File: config.mk
export PLATFORM = sky130hd
export DESIGN_NAME = svi_ctrl
export DESIGN_NICKNAME = d
export VERILOG_FILES = /design/src/design/svi_pkg.sv /design/src/design/svi_ctrl.sv
export SDC_FILE = /design/constraint.sdc
export NUM_CORES = 1
export LEC_CHECK = 0
export BUFFER_PORTS_ARGS = -buffer_cell sky130_fd_sc_hd__buf_4
export CAP_MARGIN = 10
export CORE_MARGIN = 10
export CORE_UTILIZATION = 51
export CTS_BUF_LIST = sky130_fd_sc_hd__clkbuf_4
export DETAILED_ROUTE_END_ITERATION = 10
export HOLD_SLACK_MARGIN = 0.03
export PLACE_DENSITY = 0.72
export RECOVER_POWER = 100
export SLEW_MARGIN = 20
export SYNTH_ARGS = -nofsm -noshare
export SYNTH_HDL_FRONTEND = slang
export SYNTH_SLANG_ARGS = --single-unit
File: constraint.sdc
create_clock -name clk_i -period 2.65 [get_ports clk_i]
set_input_delay 0.1325 -clock clk_i [delete_from_list [all_inputs] [get_ports clk_i]]
set_output_delay 0.1325 -clock clk_i [all_outputs]
set_load 0.01 [all_outputs]
File: src/design/svi_pkg.sv
// ----------------------------------------------------------------------------
// svi_pkg
// Shared types, constants and arithmetic helpers of the steered velocity
// integrator: sequencer states, datapath commands and saturation functions.
// ----------------------------------------------------------------------------
package svi_pkg;

  localparam int unsigned MaxForces = 8;
  localparam int unsigned SlotW     = (MaxForces > 1) ? $clog2(MaxForces) : 1;
  localparam int unsigned CntW      = 6;
  localparam int unsigned SqrtSteps = 32;
  localparam int unsigned DivSteps  = 64;
  localparam logic [30:0] GainReset = 31'd65536;

  // datapath commands
  typedef enum logic [4:0] {
    CMD_NONE,
    CMD_LOAD,
    CMD_ADD,
    CMD_M_DXG,
    CMD_M_DYG,
    CMD_M_SXDT,
    CMD_M_SYDT,
    CMD_M_SXSX,
    CMD_M_SYSY,
    CMD_M_GG,
    CMD_CMP,
    CMD_SQRT,
    CMD_M_SXG,
    CMD_DIV_LD,
    CMD_DIV,
    CMD_DIV_SX,
    CMD_DIV_SY,
    CMD_VEL,
    CMD_SLOT_AGE,
    CMD_SLOT_FY,
    CMD_SLOT_ADDY,
    CMD_M_PX,
    CMD_M_PY,
    CMD_POS_Y,
    CMD_OUT
  } cmd_e;

  // sequencer states
  typedef enum logic [4:0] {
    ST_IDLE,
    ST_ADD,
    ST_M_DXG,
    ST_M_DYG,
    ST_M_SXDT,
    ST_M_SYDT,
    ST_M_SXSX,
    ST_M_SYSY,
    ST_M_GG,
    ST_CMP,
    ST_SQRT,
    ST_M_SXG,
    ST_DIVX_LD,
    ST_DIVX,
    ST_DIV_SX,
    ST_DIVY_LD,
    ST_DIVY,
    ST_DIV_SY,
    ST_VEL,
    ST_SLOT_AGE,
    ST_SLOT_FY,
    ST_SLOT_ADDY,
    ST_M_PX,
    ST_M_PY,
    ST_POS_Y,
    ST_DONE
  } state_e;

  typedef struct packed {
    cmd_e             op;
    logic [SlotW-1:0] slot;
  } dp_cmd_t;

  typedef struct packed {
    logic big;
    logic slot_act;
    logic out_busy;
  } dp_stat_t;

  // signed result from a magnitude and a sign, saturated to 32 bits
  function automatic logic [31:0] sat_mag(input logic [63:0] mag, input logic neg);
    logic [31:0] r;
    if (neg) begin
      if (mag >= 64'h8000_0000) r = 32'h8000_0000;
      else r = 32'd0 - mag[31:0];
    end else begin
      if (mag > 64'h7FFF_FFFF) r = 32'h7FFF_FFFF;
      else r = mag[31:0];
    end
    return r;
  endfunction

  // product magnitude >> 16, signed and saturated
  function automatic logic [31:0] mulq(input logic [64:0] prod, input logic neg);
    return sat_mag({15'd0, prod[64:16]}, neg);
  endfunction

  // saturating signed 32-bit add
  function automatic logic [31:0] add_sat(input logic [31:0] a, input logic [31:0] b);
    logic [32:0] s;
    logic [31:0] r;
    s = {a[31], a} + {b[31], b};
    if (s[32] != s[31]) r = s[32] ? 32'h8000_0000 : 32'h7FFF_FFFF;
    else r = s[31:0];
    return r;
  endfunction

  function automatic logic [31:0] abs32(input logic [31:0] a);
    return a[31] ? (32'd0 - a) : a;
  endfunction

endpackage

File: src/design/svi_ctrl.sv
// ----------------------------------------------------------------------------
// svi_ctrl
// Sequencer of the integrator: walks the steps of a tick or an add-force
// item and issues one datapath command per cycle.
// ----------------------------------------------------------------------------
module svi_ctrl (
  input  logic              clk_i,
  input  logic              rst_ni,
  input  logic              in_valid_i,
  input  logic              func_i,
  output logic              in_ready_o,
  input  svi_pkg::dp_stat_t stat_i,
  output svi_pkg::dp_cmd_t  cmd_o
);

  svi_pkg::state_e state_q, state_d;
  logic [svi_pkg::CntW-1:0] cnt_q, cnt_d;

  // state and counter registers
  always_ff @(posedge clk_i or negedge rst_ni) begin
    if (!rst_ni) begin
      state_q <= svi_pkg::ST_IDLE;
      cnt_q   <= '0;
    end else begin
      state_q <= state_d;
      cnt_q   <= cnt_d;
    end
  end

  // next state
  always_comb begin
    state_d = state_q;
    cnt_d   = cnt_q;
    unique case (state_q)
      svi_pkg::ST_IDLE: begin
        if (in_valid_i) state_d = func_i ? svi_pkg::ST_ADD : svi_pkg::ST_M_DXG;
      end
      svi_pkg::ST_ADD:    state_d = svi_pkg::ST_DONE;
      svi_pkg::ST_M_DXG:  state_d = svi_pkg::ST_M_DYG;
      svi_pkg::ST_M_DYG:  state_d = svi_pkg::ST_M_SXDT;
      svi_pkg::ST_M_SXDT: state_d = svi_pkg::ST_M_SYDT;
      svi_pkg::ST_M_SYDT: state_d = svi_pkg::ST_M_SXSX;
      svi_pkg::ST_M_SXSX: state_d = svi_pkg::ST_M_SYSY;
      svi_pkg::ST_M_SYSY: state_d = svi_pkg::ST_M_GG;
      svi_pkg::ST_M_GG:   state_d = svi_pkg::ST_CMP;
      svi_pkg::ST_CMP: begin
        cnt_d   = '0;
        state_d = stat_i.big ? svi_pkg::ST_SQRT : svi_pkg::ST_VEL;
      end
      svi_pkg::ST_SQRT: begin
        cnt_d = cnt_q + 1'b1;
        if (cnt_q == svi_pkg::CntW'(svi_pkg::SqrtSteps - 1)) begin
          cnt_d   = '0;
          state_d = svi_pkg::ST_M_SXG;
        end
      end
      svi_pkg::ST_M_SXG:   state_d = svi_pkg::ST_DIVX_LD;
      svi_pkg::ST_DIVX_LD: state_d = svi_pkg::ST_DIVX;
      svi_pkg::ST_DIVX: begin
        cnt_d = cnt_q + 1'b1;
        if (cnt_q == svi_pkg::CntW'(svi_pkg::DivSteps - 1)) begin
          cnt_d   = '0;
          state_d = svi_pkg::ST_DIV_SX;
        end
      end
      svi_pkg::ST_DIV_SX:  state_d = svi_pkg::ST_DIVY_LD;
      svi_pkg::ST_DIVY_LD: state_d = svi_pkg::ST_DIVY;
      svi_pkg::ST_DIVY: begin
        cnt_d = cnt_q + 1'b1;
        if (cnt_q == svi_pkg::CntW'(svi_pkg::DivSteps - 1)) begin
          cnt_d   = '0;
          state_d = svi_pkg::ST_DIV_SY;
        end
      end
      svi_pkg::ST_DIV_SY: state_d = svi_pkg::ST_VEL;
      svi_pkg::ST_VEL: begin
        cnt_d   = '0;
        state_d = svi_pkg::ST_SLOT_AGE;
      end
      svi_pkg::ST_SLOT_AGE: begin
        if (stat_i.slot_act) begin
          state_d = svi_pkg::ST_SLOT_FY;
        end else if (cnt_q == svi_pkg::CntW'(svi_pkg::MaxForces - 1)) begin
          state_d = svi_pkg::ST_M_PX;
        end else begin
          cnt_d = cnt_q + 1'b1;
        end
      end
      svi_pkg::ST_SLOT_FY: state_d = svi_pkg::ST_SLOT_ADDY;
      svi_pkg::ST_SLOT_ADDY: begin
        if (cnt_q == svi_pkg::CntW'(svi_pkg::MaxForces - 1)) begin
          state_d = svi_pkg::ST_M_PX;
        end else begin
          cnt_d   = cnt_q + 1'b1;
          state_d = svi_pkg::ST_SLOT_AGE;
        end
      end
      svi_pkg::ST_M_PX:  state_d = svi_pkg::ST_M_PY;
      svi_pkg::ST_M_PY:  state_d = svi_pkg::ST_POS_Y;
      svi_pkg::ST_POS_Y: state_d = svi_pkg::ST_DONE;
      svi_pkg::ST_DONE: begin
        if (!stat_i.out_busy) state_d = svi_pkg::ST_IDLE;
      end
      default: state_d = svi_pkg::ST_IDLE;
    endcase
  end

  // command outputs
  always_comb begin
    in_ready_o  = 1'b0;
    cmd_o.slot  = cnt_q[svi_pkg::SlotW-1:0];
    cmd_o.op    = svi_pkg::CMD_NONE;
    unique case (state_q)
      svi_pkg::ST_IDLE: begin
        in_ready_o = 1'b1;
        if (in_valid_i) cmd_o.op = svi_pkg::CMD_LOAD;
      end
      svi_pkg::ST_ADD:       cmd_o.op = svi_pkg::CMD_ADD;
      svi_pkg::ST_M_DXG:     cmd_o.op = svi_pkg::CMD_M_DXG;
      svi_pkg::ST_M_DYG:     cmd_o.op = svi_pkg::CMD_M_DYG;
      svi_pkg::ST_M_SXDT:    cmd_o.op = svi_pkg::CMD_M_SXDT;
      svi_pkg::ST_M_SYDT:    cmd_o.op = svi_pkg::CMD_M_SYDT;
      svi_pkg::ST_M_SXSX:    cmd_o.op = svi_pkg::CMD_M_SXSX;
      svi_pkg::ST_M_SYSY:    cmd_o.op = svi_pkg::CMD_M_SYSY;
      svi_pkg::ST_M_GG:      cmd_o.op = svi_pkg::CMD_M_GG;
      svi_pkg::ST_CMP:       cmd_o.op = svi_pkg::CMD_CMP;
      svi_pkg::ST_SQRT:      cmd_o.op = svi_pkg::CMD_SQRT;
      svi_pkg::ST_M_SXG:     cmd_o.op = svi_pkg::CMD_M_SXG;
      svi_pkg::ST_DIVX_LD:   cmd_o.op = svi_pkg::CMD_DIV_LD;
      svi_pkg::ST_DIVX:      cmd_o.op = svi_pkg::CMD_DIV;
      svi_pkg::ST_DIV_SX:    cmd_o.op = svi_pkg::CMD_DIV_SX;
      svi_pkg::ST_DIVY_LD:   cmd_o.op = svi_pkg::CMD_DIV_LD;
      svi_pkg::ST_DIVY:      cmd_o.op = svi_pkg::CMD_DIV;
      svi_pkg::ST_DIV_SY:    cmd_o.op = svi_pkg::CMD_DIV_SY;
      svi_pkg::ST_VEL:       cmd_o.op = svi_pkg::CMD_VEL;
      svi_pkg::ST_SLOT_AGE:  cmd_o.op = svi_pkg::CMD_SLOT_AGE;
      svi_pkg::ST_SLOT_FY:   cmd_o.op = svi_pkg::CMD_SLOT_FY;
      svi_pkg::ST_SLOT_ADDY: cmd_o.op = svi_pkg::CMD_SLOT_ADDY;
      svi_pkg::ST_M_PX:      cmd_o.op = svi_pkg::CMD_M_PX;
      svi_pkg::ST_M_PY:      cmd_o.op = svi_pkg::CMD_M_PY;
      svi_pkg::ST_POS_Y:     cmd_o.op = svi_pkg::CMD_POS_Y;
      svi_pkg::ST_DONE: begin
        if (!stat_i.out_busy) cmd_o.op = svi_pkg::CMD_OUT;
      end
      default: cmd_o.op = svi_pkg::CMD_NONE;
    endcase
  end

endmodule

# Yosys cells after proc, flatten, opt, wreduce, memory -nomap -nowiden
# Cells that the tools add are included.
[totals]
register_bits = 11
input_bits = 7
out_inout_bits = 9
word_cells = 66
[classes]
addsub = 1
eq_ne = 35
mux = 20
reduce_logical = 8
[ops]
columns = ["operator", "n"]
rows = [
  ["5-bit case mux with 25 select lines", 1],
  ["5-bit case mux with 24 select lines", 1],
  ["5-bit == test, second input constant", 10],
  ["5-bit 2-to-1 mux", 9],
  ["5-bit by 4-bit == test with 1-bit output, second input constant", 8],
  ["6-bit case mux with 5 select lines", 1],
  ["6-bit 2-to-1 mux", 4],
  ["5-bit by 3-bit == test with 1-bit output, second input constant", 4],
  ["2-bit != test, second input constant", 6],
  ["5-bit by 2-bit == test with 1-bit output, second input constant", 2],
  ["2-bit OR reduction", 4],
  ["6-bit by 1-bit adder with 6-bit output, second input constant", 1],
  ["6-bit by 3-bit == test with 1-bit output, second input constant", 1],
  ["6-bit by 5-bit == test with 1-bit output, second input constant", 1],
  ["6-bit == test, second input constant", 1],
  ["6-bit AND reduction", 1],
  ["5-bit by 1-bit == test with 1-bit output, second input constant", 1],
  ["5-bit logical NOT", 1],
  ["5-bit nonzero test", 1],
  ["3-bit 2-to-1 mux", 1],
  ["3-bit != test, second input constant", 1],
  ["1-bit 2-to-1 mux", 2],
  ["2-bit 2-to-1 mux", 1],
  ["2-bit AND reduction", 1],
]

# Depth between registers and ports, before layout
[logic_depth]
word_depth = 4
depth_mapped = 8
mapped_depth_nobuf = 7

# Worst setup path before layout
# Ideal clock, no wire load.
[synth_timing]
path_kind = "register -> register"
start = "register cnt_q[0] (netlist bit)"
end = "register state_q[3]"
setup_ns = 0.120
arrival_time_ns = 1.723
t_required_ns = 2.530
slack_ns = 0.807
stages_incl_launch_ff = 8
path_buffers = 0
period_less_slack_ns = 1.843
path_cell_list = "dfrtp_1 > ha_1 > and3_1 > nand3_1 > a221oi_2 > nor3b_4 > a21oi_2 > a31o_1"
[synth_between]
elab_chain_cells = 3
elab_cells_between_ends = 8
classes_between = "7 x eq/ne; 1 x reduce/logical"
[synth_rtl]
columns = ["item", "line_no", "source"]
rows = [
  ["start, declared", "svi_ctrl.sv:17", "logic [svi_pkg::CntW-1:0] cnt_q, cnt_d;"],
  ["start signal, assigned", "svi_ctrl.sv:26", "cnt_q <= cnt_d;"],
  ["6-bit by 3-bit == test with 1-bit output (tied with other cells)", "svi_ctrl.sv:83", "end else if (cnt_q == svi_pkg::CntW'(svi_pkg::MaxForces - 1)) begin"],
  ["3-bit != test (no source line) or 2-bit != test (tied branches)", "--", ""],
  ["6-bit AND reduction (no source line) (*)", "--", ""],
  ["end signal, assigned", "svi_ctrl.sv:22", "state_q <= svi_pkg::ST_IDLE;"],
  ["end signal, assigned", "svi_ctrl.sv:25", "state_q <= state_d;"],
  ["end, declared", "svi_ctrl.sv:16", "svi_pkg::state_e state_q, state_d;"],
]
# Every way passes the cells marked *; elsewhere a longest branch is shown, timed or not.
# A chain may end at the register's enable or synchronous reset.

# Final worst setup path
[layout_timing]
start = "register state_q[1]"
end = "register cnt_q[3] (netlist bit)"
[layout_between]
elab_chain_cells = 4
elab_cells_between_ends = 13
classes_between = "8 x eq/ne; 1 x mux; 4 x reduce/logical"
[layout_rtl]
columns = ["item", "line_no", "source"]
rows = [
  ["5-bit == test or 5-bit by 4-bit == test with 1-bit output (tied branches)", "svi_ctrl.sv:34", "unique case (state_q)"],
  ["2-bit OR reduction (no source line)", "--", ""],
  ["5-bit nonzero test (no source line)", "--", ""],
  ["2-bit AND reduction (no source line)", "--", ""],
]
# Parallel ways exist; a longest one is shown, timed or not.

==> impl_metrics.tcl <==
set metrics [dict create \
    power_frac_seq 0.200 \
    grtUsageTotal 0.1198 \
    drc 0 \
    cts-htree-levels 1 \
    place_ws_ns 0.3810 \
    min_period_ns 2.389 \
    p_int_mw 0.8639 \
    cts_root_buf "clkbuf_4" \
    ir_drop_mv 0.7865 \
    synth_top_area_frac 0.2224 \
    ys_seq_area_frac 0.2224 \
    path_cells "nor2b_1 > xnor2_2 > a21oi_4 > o32ai_2 > o21ai_1 > a22o_1" \
    holdWs_ns 0.2129 \
    required_ns 2.81 \
    relSlewSlack 0.5424 \
    grt_pass1_wl_um 5050 \
    wl_per_cell_um 16.09 \
    switching_power_mw 0.9632 \
    clk_pin_slew_ns 0.07 \
    die-area_sq_um 4796 \
    critPathTopFamily "compound AO/OA/AOI/OAI gates" \
    area_growth_syn_to_layout_pct 4.955 \
    max_freq_ghz 0.4186 \
    avgSynthCellArea_sq_um 8.035 \
    hold_path_depth 3 \
    yosysUniqueCellTypes 55 \
    cts_setup_buffers 0 \
    rows 17 \
    io-pin-count 16 \
    crit_slowest_cell "nor2b_1" \
    synthesis.area_sq_um 1237 \
    setup_tns_ns 0 \
    ctsLongestPathBuffers 2 \
    timing.rr.start "state_q[1]" \
    cts_hold_buf 1 \
    status "finished, final reports clean" \
    rsz0062_at_grt "no" \
    overflow 0 \
    die_h_um 69.26 \
    placed_cells 185 \
    slew_violations 0 \
    grt_pass1_vias 1047 \
    crit_arrival_ns 2.55 \
    dpl_cell_area_sq_um 1326 \
    worstHoldPathType "input port to register" \
    cts_tree "done" \
    worstSetupStartpointType "register" \
    reg2regPathDepth 6 \
    p_sw_frac 0.5272 \
    cellLeakagePower_nw 0.5443 \
    p_comb_frac 0.732 \
    drtAntennaViolNets 0 \
    layout-drive-gt1-share 0.2099 \
    viasPerCell 6.311 \
    setup_viol 0 \
    finalNetCount 171 \
    drtIter0Drc 93 \
    hold_start "func_i" \
    grt_antenna_before_repair 0 \
    r2r_slack_ns 0.26 \
    clk_latency_ns 0.27 \
    p_clk_frac 0.069 \
    hpwlAfterDp_um 2293 \
    hold_end "state_q[0]" \
    reg2reg_to "cnt_q[3]" \
    post_cts_resized 0 \
    cp_num_cells 6 \
    ys.flop_type "dfrtp_1" \
    grt_max_degree 24 \
    vias 1199 \
    yosysTopAreaCell "dfrtp_1" \
    maxCapViolations 0 \
    final_cells 190 \
    fin_ws_ns 0.2611 \
    placeableCoreArea_sq_um 2255 \
    dr.pass1.iters 4 \
    power_density_nw_per_um2 1407 \
    max_stage_delay_ns 0.61 \
    final_area_sq_um 1299 \
    yosys-top-cells-area "dfrtp_1 22%, a21oi_1 5.3%, nor2_1 4.9%, o21ai_0 3.6%, buf_4 3.6%" \
    cts.sinks 11 \
    place.gp.congestion 0.9463 \
    numCtsBuffers 3 \
    clock_skew_ns 0.002046 \
    min_period_over_period 0.9015 \
    antennaDiodeCount 0 \
    end_kind "register" \
    yosys_warnings 0 \
    cp_max_fo 13 \
    cp_num_buf_inv 0 \
    final_util 0.5760 \
    die_w_um 69.26 \
    drt-total-wl_um 3057 \
    async_reset_ff_frac 1.000 \
    synth-seq-cells 11 \
    critical_path.startpoint "state_q[1]" \
    p_total_mw 1.827 \
    syn-num-nets 162 \
    synth_edf_count 0 \
    hold_viol 0 \
    crit_type "register to register" \
    start_util 0.5488 \
    worst_slew_pin_slew_ns 0.6850 \
    port_buffers 15 \
    syn-instance-count 154 \
]
## flip-flops by register name (all words and copies together) (netlist names)
name / cells
cnt_q: 6
state_q: 5
## layer usage
layer  global-route usage  vias up  routed length [um]
met3              0.04422        4                 214
li1                     -      581                   -
met4              0.03104        0                  25
met1               0.1663      573                1461
met2               0.1663       41                1356
met5                    0        -                   0
## worst register-to-register path: cells and delay by family (launching register included)
family          cells  cell delay, ns
compound gates      4            0.92
flops               1            0.53
xor+xnor            1            0.22
simple gates        1            0.61
## how the worst max path moves through the flow
stage	slack, ns	to
6_report	0.26	cnt_q[3]
3_3_place_gp	0.40	cnt_q[5]
2_1_floorplan	0.81	state_q[3]
5_1_grt	0.14	cnt_q[2]
4_1_cts	0.38	cnt_q[5]
3_5_place_dp	0.38	cnt_q[5]
## cells by family (layout without fill, tap and decap cells)
kind of cell,count (synthesis),in the layout,share of synthesized area
AND/OR/NAND/NOR,62,62,0.3104
flip-flops,11,11,0.2224
AO/OA/AOI/OAI,55,55,0.3397
buffers and inverters,22,30,0.08998
XOR/XNOR,3,3,0.02731
adder cells (fa/ha/maj),1,1,0.01011
## power groups by stage
stage / clock, mW / combinational [mW] / sequential (mW)
after global routing: 0.139 / 1.48 / 0.378
final: 0.125 / 1.34 / 0.365
after floorplan: 0 / 1.22 / 0.282
after global placement: 0 / 1.45 / 0.361
after detailed placement: 0 / 1.45 / 0.367
after CTS: 0.129 / 1.46 / 0.364
## cell usage after synthesis (all sizes together), types with 2 or more instances
cell type and number:
nor2 17, xor2 2, buf 12, inv 6, nor3 3, nand3 6
a22o 4, nand2 10, nor2b 9, a31oi 4, o21ai 12, nor4 2
or2 3, and3 5, clkbuf 4, o21a 2, nor3b 2, a21oi 15
dfrtp 11, o22ai 4
## area by class of cell
cell class / count / area, sq um
Inverter: 6 / 22.52
Timing Repair Buffer: 20 / 122.6
Fill cell: 216 / 955.9
Sequential cell: 11 / 275.3
Multi-Input combinational cell: 121 / 813.3
Clock buffer: 4 / 30.03
Tap cell: 28 / 35.03
## placed cells by master, fill, tap and decap left out, types with 2 or more instances in the layout
cell and count:
a21oi_1 13, a22o_1 4, a31oi_1 4, and3_1 4, buf_4 11, clkbuf_1 8, clkbuf_4 4, dfrtp_1 11
inv_1 4, inv_2 2, nand2_1 10, nand3_1 6, nor2_1 17, nor2b_1 7, nor3_1 3, o21a_1 2
o21ai_0 9, o21ai_1 3, o22ai_1 3, or2_2 2, xor2_1 2
No activity file was read; power rests on OpenSTA's default activity.
